### src/sv/assert_macros.svh
// ----------------------------------------------------------------------------
// Assertion macros
// Shared concurrent assertion forms for the knee angle repetition counter.
// ----------------------------------------------------------------------------
`ifndef ASSERT_MACROS_SVH
`define ASSERT_MACROS_SVH

`ifndef NO_ASSERTIONS

// The property must hold at every rising edge outside reset.
`define ASSERT_PROP(label, clk, rst, prop) \
  label: assert property (@(posedge clk) disable iff (rst) (prop)) \
    else $error("%m: assertion failed");

// The expression must never be true outside reset.
`define ASSERT_NEVER(label, clk, rst, expr) \
  label: assert property (@(posedge clk) disable iff (rst) !(expr)) \
    else $error("%m: forbidden condition seen");

`else

`define ASSERT_PROP(label, clk, rst, prop)
`define ASSERT_NEVER(label, clk, rst, expr)

`endif

`endif

### src/sv/karc_pkg.sv
// ----------------------------------------------------------------------------
// karc_pkg
// Types and constants shared by the knee angle repetition counter modules.
// ----------------------------------------------------------------------------
`default_nettype none

package karc_pkg;

  localparam int ANGLE_W   = 11;
  localparam int RUN_W     = 8;
  localparam int DEPTH_W   = 11;
  localparam int OUT_CNT_W = 16;
  localparam int DIV_STEPS = 10;
  localparam int DIV_CNT_W = $clog2(DIV_STEPS);

  localparam logic [ANGLE_W-1:0] DOWN_THR_RESET = 11'd900;
  localparam logic [ANGLE_W-1:0] UP_THR_RESET   = 11'd1600;
  localparam logic [RUN_W-1:0]   CONFIRM_RESET  = 8'd3;
  localparam logic [ANGLE_W-1:0] ANGLE_RESET    = 11'd1800;
  localparam logic [DEPTH_W-1:0] DEPTH_FULL     = 11'd1024;

  // Register indexes (byte address bits [3:2]).
  localparam logic [1:0] REG_DOWN_THR = 2'd0;
  localparam logic [1:0] REG_UP_THR   = 2'd1;
  localparam logic [1:0] REG_CONFIRM  = 2'd2;

  typedef enum logic [1:0] {
    ST_IDLE,
    ST_EVAL,
    ST_DIV,
    ST_HOLD
  } state_t;

  typedef struct packed {
    logic               start;
    logic [ANGLE_W-1:0] num;
    logic [ANGLE_W-1:0] den;
  } div_req_t;

  typedef struct packed {
    logic                 done;
    logic [DIV_STEPS-1:0] quot;
  } div_rsp_t;

endpackage

`default_nettype wire

### src/sv/karc_div.sv
// ----------------------------------------------------------------------------
// karc_div
// Restoring serial divider giving the Q10 fraction num / den for num < den,
// one quotient bit per cycle.
// ----------------------------------------------------------------------------
`default_nettype none

module karc_div (
  input  wire                clk,
  input  wire                rst,
  input  karc_pkg::div_req_t req,
  output karc_pkg::div_rsp_t rsp
);
  import karc_pkg::*;

  logic                 busy;
  logic                 done;
  logic [DIV_CNT_W-1:0] cnt;
  logic [ANGLE_W-1:0]   rem;
  logic [ANGLE_W-1:0]   den;
  logic [DIV_STEPS-1:0] quot;
  logic [ANGLE_W:0]     shifted;
  logic                 fits;

  // The remainder always stays below the divisor, so it fits in ANGLE_W bits.
  assign shifted = {rem, 1'b0};
  assign fits    = shifted >= {1'b0, den};

  always_ff @(posedge clk) begin
    if (rst) begin
      busy <= 1'b0;
      done <= 1'b0;
      cnt  <= '0;
    end else begin
      done <= busy && (cnt == '0);
      if (req.start) begin
        busy <= 1'b1;
        cnt  <= DIV_CNT_W'(DIV_STEPS - 1);
      end else if (busy) begin
        if (cnt == '0) begin
          busy <= 1'b0;
        end else begin
          cnt <= cnt - 1'b1;
        end
      end
    end
  end

  always_ff @(posedge clk) begin
    if (req.start) begin
      rem  <= req.num;
      den  <= req.den;
      quot <= '0;
    end else if (busy) begin
      if (fits) begin
        rem <= ANGLE_W'(shifted - {1'b0, den});
      end else begin
        rem <= shifted[ANGLE_W-1:0];
      end
      quot <= {quot[DIV_STEPS-2:0], fits};
    end
  end

  assign rsp.done = done;
  assign rsp.quot = quot;

endmodule

`default_nettype wire

### src/sv/knee_angle_repetition_counter_unit.sv
// ----------------------------------------------------------------------------
// knee_angle_repetition_counter_unit
// Picks a knee angle per frame, arms on a confirmed standing posture, counts
// down-then-up repetitions with hysteresis and reports a Q10 depth fraction.
// ----------------------------------------------------------------------------
//  Channel   Dir  Handshake                  Content
//  s_axis    in   tvalid/tready              two knee angles, two seen flags
//  m_axis    out  tvalid/tready              angle, count, phase, armed, depth
//  apb       in   psel/penable/pwrite/pready three config registers
//
// When the depth needs a division, an item passes the evaluate state, the
// 10-step serial divider and the hold state before the output register is
// loaded; otherwise it goes from evaluate straight to hold. The next item can
// be taken in the cycle after the load. The input is ready only in the idle state; a finished
// result waits in the output register, so the next item may be taken while it
// is stalled. Reset is synchronous; it restores state, settings, tracking and output valid, not data.
// ----------------------------------------------------------------------------
`default_nettype none

`include "assert_macros.svh"

module knee_angle_repetition_counter_unit #(
  parameter int COUNT_BITS = 16
) (
  input  wire        clk,
  input  wire        rst,
  // tdata: [10:0] left_knee_angle, [21:11] right_knee_angle, [23:22] zero
  input  wire [23:0] s_axis_tdata,
  // tuser: [0] left_seen, [1] right_seen
  input  wire [1:0]  s_axis_tuser,
  input  wire        s_axis_tvalid,
  output logic       s_axis_tready,
  // tdata: [10:0] selected_angle, [26:11] rep_count, [27] phase,
  //        [28] armed_flag, [39:29] depth_progress
  output logic [39:0] m_axis_tdata,
  // tuser: [0] frame_valid
  output logic [0:0] m_axis_tuser,
  output logic       m_axis_tvalid,
  input  wire        m_axis_tready,
  input  wire        psel,
  input  wire        penable,
  input  wire        pwrite,
  input  wire [3:0]  paddr,
  input  wire [31:0] pwdata,
  output logic [31:0] prdata,
  output logic       pready
);
  import karc_pkg::*;

  localparam logic [COUNT_BITS-1:0] REP_MAX = {COUNT_BITS{1'b1}};

  function automatic logic [RUN_W-1:0] run_inc(input logic [RUN_W-1:0] r);
    run_inc = (r == {RUN_W{1'b1}}) ? r : r + 1'b1;
  endfunction

  // Configuration registers
  logic [ANGLE_W-1:0] down_thr;
  logic [ANGLE_W-1:0] up_thr;
  logic [RUN_W-1:0]   confirm;
  logic               cfg_write;
  logic [1:0]         reg_idx;

  // Tracking state
  logic [ANGLE_W-1:0]    current_angle;
  logic [COUNT_BITS-1:0] repetitions;
  logic                  down_phase;
  logic                  armed;
  logic                  last_valid;
  logic [RUN_W-1:0]      stand_run;
  logic [RUN_W-1:0]      down_run;
  logic [RUN_W-1:0]      up_run;

  logic [ANGLE_W-1:0]    current_angle_next;
  logic [COUNT_BITS-1:0] repetitions_next;
  logic                  down_phase_next;
  logic                  armed_next;
  logic                  last_valid_next;
  logic [RUN_W-1:0]      stand_run_next;
  logic [RUN_W-1:0]      down_run_next;
  logic [RUN_W-1:0]      up_run_next;

  logic [ANGLE_W-1:0] left_angle;
  logic [ANGLE_W-1:0] right_angle;
  logic               left_seen;
  logic               right_seen;
  logic [RUN_W-1:0]   need;

  state_t             state;
  state_t             state_next;
  logic               s_accept;
  logic               load_out;
  logic               div_start;
  logic               thr_ok;
  logic               need_div;
  logic [DEPTH_W-1:0] depth_special;
  logic [DEPTH_W-1:0] depth;
  logic [31:0]        rep_wide;

  div_req_t div_req;
  div_rsp_t div_rsp;

  // --------------------------------------------------------------------------
  // Configuration port
  // --------------------------------------------------------------------------
  assign pready    = 1'b1;
  assign reg_idx   = paddr[3:2];
  assign cfg_write = psel && penable && pwrite && pready;

  always_ff @(posedge clk) begin
    if (rst) begin
      down_thr <= DOWN_THR_RESET;
      up_thr   <= UP_THR_RESET;
      confirm  <= CONFIRM_RESET;
    end else if (cfg_write) begin
      case (reg_idx)
        REG_DOWN_THR: down_thr <= pwdata[ANGLE_W-1:0];
        REG_UP_THR:   up_thr   <= pwdata[ANGLE_W-1:0];
        REG_CONFIRM:  confirm  <= pwdata[RUN_W-1:0];
        default:      ;
      endcase
    end
  end

  always_comb begin
    case (reg_idx)
      REG_DOWN_THR: prdata = 32'(down_thr);
      REG_UP_THR:   prdata = 32'(up_thr);
      REG_CONFIRM:  prdata = 32'(confirm);
      default:      prdata = '0;
    endcase
  end

  // --------------------------------------------------------------------------
  // Frame update, applied at the edge that accepts the item
  // --------------------------------------------------------------------------
  assign left_angle  = s_axis_tdata[10:0];
  assign right_angle = s_axis_tdata[21:11];
  assign left_seen   = s_axis_tuser[0];
  assign right_seen  = s_axis_tuser[1];
  assign need        = (confirm == '0) ? RUN_W'(1) : confirm;
  assign s_accept    = s_axis_tvalid && s_axis_tready;

  always_comb begin
    current_angle_next = current_angle;
    repetitions_next   = repetitions;
    down_phase_next    = down_phase;
    armed_next         = armed;
    last_valid_next    = last_valid;
    stand_run_next     = stand_run;
    down_run_next      = down_run;
    up_run_next        = up_run;

    if (!left_seen && !right_seen) begin
      last_valid_next = 1'b0;
      stand_run_next  = '0;
      down_run_next   = '0;
      up_run_next     = '0;
    end else begin
      last_valid_next = 1'b1;
      if (left_seen && right_seen) begin
        current_angle_next = (left_angle < right_angle) ? left_angle : right_angle;
      end else begin
        current_angle_next = left_seen ? left_angle : right_angle;
      end

      if (!armed) begin
        if (current_angle_next > up_thr) begin
          stand_run_next = run_inc(stand_run);
          if (stand_run_next >= need) begin
            armed_next      = 1'b1;
            stand_run_next  = '0;
            down_phase_next = 1'b0;
          end
        end else begin
          stand_run_next = '0;
        end
      end else if (!down_phase) begin
        if (current_angle_next < down_thr) begin
          down_run_next = run_inc(down_run);
          if (down_run_next >= need) begin
            down_phase_next = 1'b1;
            down_run_next   = '0;
            up_run_next     = '0;
          end
        end else begin
          down_run_next = '0;
        end
      end else begin
        if (current_angle_next > up_thr) begin
          up_run_next = run_inc(up_run);
          if (up_run_next >= need) begin
            if (repetitions != REP_MAX) begin
              repetitions_next = repetitions + 1'b1;
            end
            down_phase_next = 1'b0;
            up_run_next     = '0;
            down_run_next   = '0;
          end
        end else begin
          up_run_next = '0;
        end
      end
    end
  end

  always_ff @(posedge clk) begin
    if (rst) begin
      current_angle <= ANGLE_RESET;
      repetitions   <= '0;
      down_phase    <= 1'b0;
      armed         <= 1'b0;
      last_valid    <= 1'b0;
      stand_run     <= '0;
      down_run      <= '0;
      up_run        <= '0;
    end else if (s_accept) begin
      current_angle <= current_angle_next;
      repetitions   <= repetitions_next;
      down_phase    <= down_phase_next;
      armed         <= armed_next;
      last_valid    <= last_valid_next;
      stand_run     <= stand_run_next;
      down_run      <= down_run_next;
      up_run        <= up_run_next;
    end
  end

  // --------------------------------------------------------------------------
  // Depth fraction: the clamped cases are settled at once, the rest divided
  // --------------------------------------------------------------------------
  assign thr_ok        = up_thr > down_thr;
  assign need_div      = last_valid && thr_ok && (current_angle < up_thr) &&
                         (current_angle > down_thr);
  assign depth_special = (last_valid && thr_ok && (current_angle <= down_thr)) ?
                         DEPTH_FULL : '0;

  assign div_req.start = div_start;
  assign div_req.num   = ANGLE_W'(up_thr - current_angle);
  assign div_req.den   = ANGLE_W'(up_thr - down_thr);

  karc_div u_div (
    .clk (clk),
    .rst (rst),
    .req (div_req),
    .rsp (div_rsp)
  );

  always_ff @(posedge clk) begin
    if (state == ST_EVAL && !need_div) begin
      depth <= depth_special;
    end else if (state == ST_DIV && div_rsp.done) begin
      depth <= DEPTH_W'(div_rsp.quot);
    end
  end

  // --------------------------------------------------------------------------
  // Sequencer
  // --------------------------------------------------------------------------
  always_ff @(posedge clk) begin
    if (rst) begin
      state <= ST_IDLE;
    end else begin
      state <= state_next;
    end
  end

  always_comb begin
    state_next = state;
    case (state)
      ST_IDLE: if (s_accept) state_next = ST_EVAL;
      ST_EVAL: state_next = need_div ? ST_DIV : ST_HOLD;
      ST_DIV:  if (div_rsp.done) state_next = ST_HOLD;
      ST_HOLD: if (!m_axis_tvalid || m_axis_tready) state_next = ST_IDLE;
      default: state_next = ST_IDLE;
    endcase
  end

  always_comb begin
    s_axis_tready = 1'b0;
    div_start     = 1'b0;
    load_out      = 1'b0;
    case (state)
      ST_IDLE: s_axis_tready = 1'b1;
      ST_EVAL: div_start = need_div;
      ST_HOLD: load_out = !m_axis_tvalid || m_axis_tready;
      default: ;
    endcase
  end

  // --------------------------------------------------------------------------
  // Output register
  // --------------------------------------------------------------------------
  assign rep_wide = 32'(repetitions);

  always_ff @(posedge clk) begin
    if (rst) begin
      m_axis_tvalid <= 1'b0;
    end else if (load_out) begin
      m_axis_tvalid <= 1'b1;
    end else if (m_axis_tready) begin
      m_axis_tvalid <= 1'b0;
    end
  end

  always_ff @(posedge clk) begin
    if (load_out) begin
      m_axis_tdata <= {depth, armed, down_phase, rep_wide[OUT_CNT_W-1:0], current_angle};
      m_axis_tuser <= last_valid;
    end
  end

  // --------------------------------------------------------------------------
  // Assertions
  // --------------------------------------------------------------------------
  `ASSERT_PROP(a_rep_step, clk, rst, (repetitions == $past(repetitions)) || (repetitions == $past(repetitions) + 1'b1))
  `ASSERT_NEVER(a_armed_stays, clk, rst, $fell(armed))
  `ASSERT_PROP(a_depth_range, clk, rst, m_axis_tvalid |-> (m_axis_tdata[39:29] <= DEPTH_FULL))
  `ASSERT_PROP(a_div_done_in_div, clk, rst, div_rsp.done |-> (state == ST_DIV))

endmodule

`default_nettype wire

### config.mk
export PLATFORM = sky130hd
export DESIGN_NAME = knee_angle_repetition_counter_unit
export DESIGN_NICKNAME = d
export VERILOG_FILES = /design/src/sv/karc_pkg.sv /design/src/sv/karc_div.sv /design/src/sv/knee_angle_repetition_counter_unit.sv
export VERILOG_INCLUDE_DIRS = /design/src /design/src/sv
export SDC_FILE = /design/constraint.sdc
export NUM_CORES = 1
export LEC_CHECK = 0
export BUFFER_PORTS_ARGS = -buffer_cell sky130_fd_sc_hd__clkbuf_2
export CORE_ASPECT_RATIO = 0.9
export CORE_MARGIN = 5
export CORE_UTILIZATION = 45
export DETAILED_ROUTE_END_ITERATION = 8
export HOLD_SLACK_MARGIN = 0.08
export PLACE_DENSITY = 0.72
export REMOVE_ABC_BUFFERS = 1
export SYNTH_ARGS = -nofsm -noshare
export SYNTH_HDL_FRONTEND = slang
export SYNTH_SLANG_ARGS = --single-unit
### constraint.sdc
create_clock -name clk -period 8.3 [get_ports clk]
set_input_delay 2.075 -clock clk [delete_from_list [all_inputs] [get_ports clk]]
set_output_delay 2.075 -clock clk [all_outputs]
set_load 0.01 [all_outputs]
# Yosys cells after proc, flatten, opt, wreduce, memory -nomap -nowiden
# Index checks and enable logic that the tools add are counted.
# word_totals
in_bits,69
output_inout_bits,76
wordCells,163
register_bits,177
# op_classes
reduce_logical,42
mux,61
bitwise_logic,2
n_eq_ne,16
add_sub_neg,8
order_cmp,11
# op_table
operator,count
$mux 8,22
$mux 11,10
$gt 11x11->1,3
$lt 11x11->1,3
$pmux 11 s3,1
$sub 11x11->11,3
$add 8x1->8 const B,3
$eq 8x8->1 const B,3
$ge 8x8->1,3
$mux 1,21
$add 16x1->16 const B,1
$ne 16x16->1 const B,1
$reduce_and 2->1,7
$ge 12x11->1,1
$logic_and 1x1->1,12
$mux 4,3
$reduce_and 4->1,3
$reduce_bool 2->1,6
$le 11x11->1,1
$logic_not 8->1,1
$pmux 2 s4,1
$reduce_and 7->1,1
$eq 2x2->1 const B,3
$mux 2,3
13 further kinds,24

# Logic depth before layout (Yosys ltp)
# logic_depth
ltp_word,9
mapped_depth,18
depth_no_buf,16

# By module
# A second synthesis with hierarchy kept.
# unflattened
hier_cells,1162
hier_area_um2,10820.4
# modules_own_cells
module,seq_area_each_um2,instances,area_per_inst_um2,cells_per_inst
knee_angle_repetition_counter_unit,3303.2,1,8739.6,954
karc_div,980.9,1,2080.7,208

# Least setup slack after synthesis
# OpenSTA, ideal clock, no wires.
# synth_path
kind,input-to-reg
startpoint,input port s_axis_tdata[20]
endpoint,register repetitions[3]
required_ns,8.179
path_slack_ns,2.359
t_arrival_ns,5.819
cell_stages,17
setup_ns,0.121
n_path_buf,1
path_cell_list,inv_1 ha_1 a21oi_1 nand2_1 a211o_1 a221o_1 buf_2 mux2_2 ha_1 a211o_2 nor2_1 a211o_1 a311oi_4 o2111a_2 a21boi_4 nand3_1 mux2_4
# synth_between
elab_chain_cells,6
elab_cells_between_ends,7
classes_between,order compare (2); mux (4); reduce/logical (1)
# synth_rtl
item,line_no,source
"start, declared",knee_angle_repetition_counter_unit.sv:28,"input wire [23:0] s_axis_tdata,"
$lt 11x11->1,knee_angle_repetition_counter_unit.sv:161,current_angle_next = (left_angle < right_angle) ? left_angle : right_angle;
$mux 11,knee_angle_repetition_counter_unit.sv:161,
$mux 11 (*),knee_angle_repetition_counter_unit.sv:160,if (left_seen && right_seen) begin
$mux 11 (*),knee_angle_repetition_counter_unit.sv:153,if (!left_seen && !right_seen) begin
$gt 11x11->1 (*),knee_angle_repetition_counter_unit.sv:189,if (current_angle_next > up_thr) begin
$reduce_and 7->1 (no line) (*),-,
"end signal, assigned",knee_angle_repetition_counter_unit.sv:218,repetitions <= repetitions_next;
"end, declared",knee_angle_repetition_counter_unit.sv:65,logic [COUNT_BITS-1:0] repetitions;
# Mark *: on every way between the ends. The rest lies on a longest branch, timed or not. The select of a mux whose other input is x is not followed.
# A chain may end at the register's enable or synchronous reset.

# Worst setup path after layout
# Same ends and word-level chain as after synthesis.

==> flow_metrics.py <==
metrics = {
    "die": {
        "dieArea_um2": 27300,
        "design.core.area_um2": 23500,
        "chipWidth_um": 173,
        "start_util_pct": 46.0,
        "fp.dieH_um": 157,
        "rows": 53,
        "ios": 145,
    },
    "power_and_ir_drop": {
        "total_power_uw": 2420,
        "sw_frac_of_total_pct": 31.4,
        "combinationalPowerShare_pct": 20.5,
        "ir_worst_vdd_v": 0.000141,
        "total_leakage_power_uw": 0.00508,
        "p_per_area_nw_per_um2": 199,
        "switchingPower_uw": 758,
        "p_int_uw": 1660,
        "p_seq_share_pct": 43.2,
        "clkPwrFrac_pct": 36.3,
    },
    "yosys": {
        "synth_edf_count": 74,
        "synth-main-ff-cell": "dfxtp_1",
        "synth_top_family_by_area": "simple AND/OR/NAND/NOR gates",
        "synth_common_cells": "nand2_1, ha_1, dfxtp_1",
        "yosys.area_share.simple_pct": 16.7,
        "synthMuxAreaShare_pct": 5.38,
        "synth_area_leaders": "edfxtp_1, dfxtp_1, ha_1",
        "synth_warnings": 0,
        "ys_ff_latch": 177,
        "synth_adder_area_share_pct": 13.0,
        "avgSynthCellArea_um2": 9.36,
        "yosysTopAreaCellShare_pct": 20.5,
        "ys_seq_area_share_pct": 39.6,
        "yosysMostFrequentCell": "nand2_1",
        "yosys.cell_types.count": 80,
        "synthCells": 1156,
        "yosys.area.top_type": "edfxtp_1",
        "synth-compound-area-share_pct": 15.5,
        "syn_area_um2": 10800,
        "yosys.area_share.xor_xnor_pct": 3.56,
        "async_reset_ff_share_pct": 0,
    },
    "sta": {
        "slew_violations": 0,
        "min_period_ns": 6.36,
        "fin_hold_ws_ns": 0.420,
        "rsz0062_at_grt": "no",
        "max-slew-margin-rel_pct": 27.9,
        "finalHoldViolCount": 0,
        "fin_skew_ns": 0.0130,
        "fin_crit_sh_pct": 76.6,
        "tightest_slew_ns": 1.08,
        "finalSetupViolations": 0,
        "fin_setup_tns_ns": 0,
        "fmax_mhz": 157,
    },
    "clocking": {
        "clock_latency_ns": 0.44,
        "cts_setup_buffers": 0,
        "cts_sinks": 177,
        "post_cts_resized": 0,
        "clock_path_buffers": 2,
        "clk_pin_slew_ns": 0.08,
        "cts_hold_buf": 0,
        "cts_tree": "yes",
        "clockRootBuffer": "clkbuf_16",
        "htreeDepth": 4,
        "numCtsBuffers": 17,
    },
    "setup_path": {
        "startpoint": "s_axis_tdata[20]",
        "cp_top_family": "compound AO/OA/AOI/OAI gates",
        "critPathArrivalTime_ns": 6.68,
        "slowest_delay_ns": 0.59,
        "critPathKind": "input port to flip-flop",
        "required_ns": 8.62,
        "worstPathMaxFanout": 13,
        "crit_buf_inv": 2,
        "timing.rr.start": "up_run[0]",
        "cp_slowest_cell": "a221o_1",
        "critPathCaptureType": "flip-flop",
        "critPathLaunchType": "input port",
        "path_cells": "clkbuf_2 -> inv_1 -> ha_1 -> a21oi_1 -> nand2_1 -> a211o_1 -> a221o_1 -> mux2_2 -> ha_1 -> a211o_2 -> nor2_1 -> a211o_1 -> a311oi_4 -> o2111a_2 -> a21boi_4 -> nand3_1 -> mux2_4",
    },
    "global_routing": {
        "grt_pass1_wl_mm": 42.6,
        "grt_overflow": 0,
        "grt_use_total_pct": 19.2,
        "grt_pass1_vias": 8254,
        "antenna_found_initial": 0,
        "grt_max_degree": 79,
    },
    "placement": {
        "gp_congestion": 0.910,
        "place_area_um2": 11500,
        "portBuffers": 97,
        "place_hpwl_mm": 20.0,
    },
    "routing": {
        "vias": 8682,
        "drt_wl_total_mm": 26.2,
        "antenna_left": 0,
        "vias_per_cell": 5.58,
        "drc": 0,
        "routedWlPerCell_um": 16.8,
        "dr.pass1.iters": 5,
        "first_iter_violations": 772,
    },
    "layout": {
        "drive_gt1_share_pct": 13.5,
        "insertedDiodeCount": 0,
        "fin_area_um2": 12200,
        "syn2layout_area_growth_pct": 12.3,
        "nets": 1422,
        "utilization_pct": 51.6,
        "fillCellCount": 2121,
    },
    "hold_path": {
        "hold_path_class": "flip-flop to flip-flop",
        "worst_hold_startpoint": "depth[2]",
    },
    "run": {
        "maxCapViolCount": 0,
    },
    "run_status": {
        "run_status": "completed",
    },
}
==> placed cells by master (no fill, tap or decap), types with 6 or more instances in the layout <==
cell       netlist  layout
nand2_1        111     111
ha_1           108     108
dfxtp_1        103     103
nor2_1          99      99
clkbuf_2         0      97
inv_1           95      95
edfxtp_1        74      74
a21oi_1         66      66
o21ai_0         47      47
mux2i_1         42      42
xnor2_1         33      33
nand3_1         26      26
nand4_1         23      23
conb_1           2      22
and2_1          21      21
nor3_1          18      18
nor2b_1         19      18
clkbuf_16        0      17
nand2b_1        15      15
o21a_1          15      15
mux2_2          13      13
a211oi_1        13      13
a211o_1         12      12
xor2_1          11      11
a21o_1          10      10
a31oi_1          9       9
and3_1           7       7
o31ai_1          6       6
o211ai_1         6       6
a22o_1           6       6
==> logic make-up (layout without fill, tap and decap cells) <==
logic type               Yosys count  after routing
AND/OR/NAND/NOR                  372            372
AO/OA/AOI/OAI                    244            244
flip-flops                       177            177
buffers and inverters            150            229
adder cells (fa/ha/maj)          111            111
multiplexers                      56             56
XOR/XNOR                          44             44
other                              2             22
==> state kept, by name, indices dropped and copies added, names as in the netlist, 2 cells and up <==
signal and flops:
u_div.den 11, u_div.quot 10, u_div.rem 11, confirm 8, state 2, up_run 8, m_axis_tdata 40, repetitions 16
u_div.cnt 4, down_thr 11, current_angle 11, stand_run 8, down_run 8, depth 11, up_thr 11
==> routing by layer <==
layer | vias to the layer above | share of wire, % | GRT usage (%)
met1 | 4058 | 48 | 27.7
met5 | - | 0 | 0
met2 | 307 | 42 | 28.8
li1 | 4280 | - | -
met3 | 37 | 8.3 | 4.90
met4 | 0 | 1.7 | 5.36
==> through the flow <==
step	std cells	worst slack (ns)
after floorplan	1122	2.23
after global placement	1525	1.58
after detailed placement	1525	1.53
after CTS	1557	1.98
after global routing	1557	1.63
final	1557	1.94
==> worst register-to-register path, cell delays in order (launching register included) <==
cell and delay, ns:
dfxtp_1 0.49, ha_1 0.26, nand2_1 0.09, nor2_1 0.19, nand3_1 0.31, nand2b_1 0.27, xnor2_1 0.14, ha_1 0.32
nand2_1 0.05, o21ai_0 0.24, and4_1 0.28, o2111a_2 0.32, a21boi_4 0.41, nand3_1 0.16, mux2_4 0.31
==> power by group through the flow <==
| stage | combinational, uW | clock (uW) | sequential, uW |
|---|---|---|---|
| detailed placement | 488 | 0 | 1060 |
| finish | 496 | 877 | 1040 |
| CTS | 491 | 891 | 1040 |
| global placement | 475 | 0 | 1060 |
| global route | 553 | 928 | 1050 |
| floorplan | 329 | 0 | 1050 |
==> final timing paths <==
path / end / slack (ns) / cells after the start
setup reg to reg: repetitions[3] / 4.34 / 14
hold reg to reg: m_axis_tdata[31] / 0.42 / 0
hold / removal: m_axis_tdata[31] / 0.42 / 0
setup / recovery: repetitions[3] / 1.94 / 17
==> area by class of cell <==
class	instances	area [um^2]	area share (%)
multi-input cells	849	5960	49.0
flip-flops and latches	177	4280	35.3
repair buffers	101	515	4.24
clock buffers	17	425	3.50
well taps	302	378	3.11
inverters	96	360	2.97
clock inverters	15	231	1.90
(Power assumes the default switching activity.)
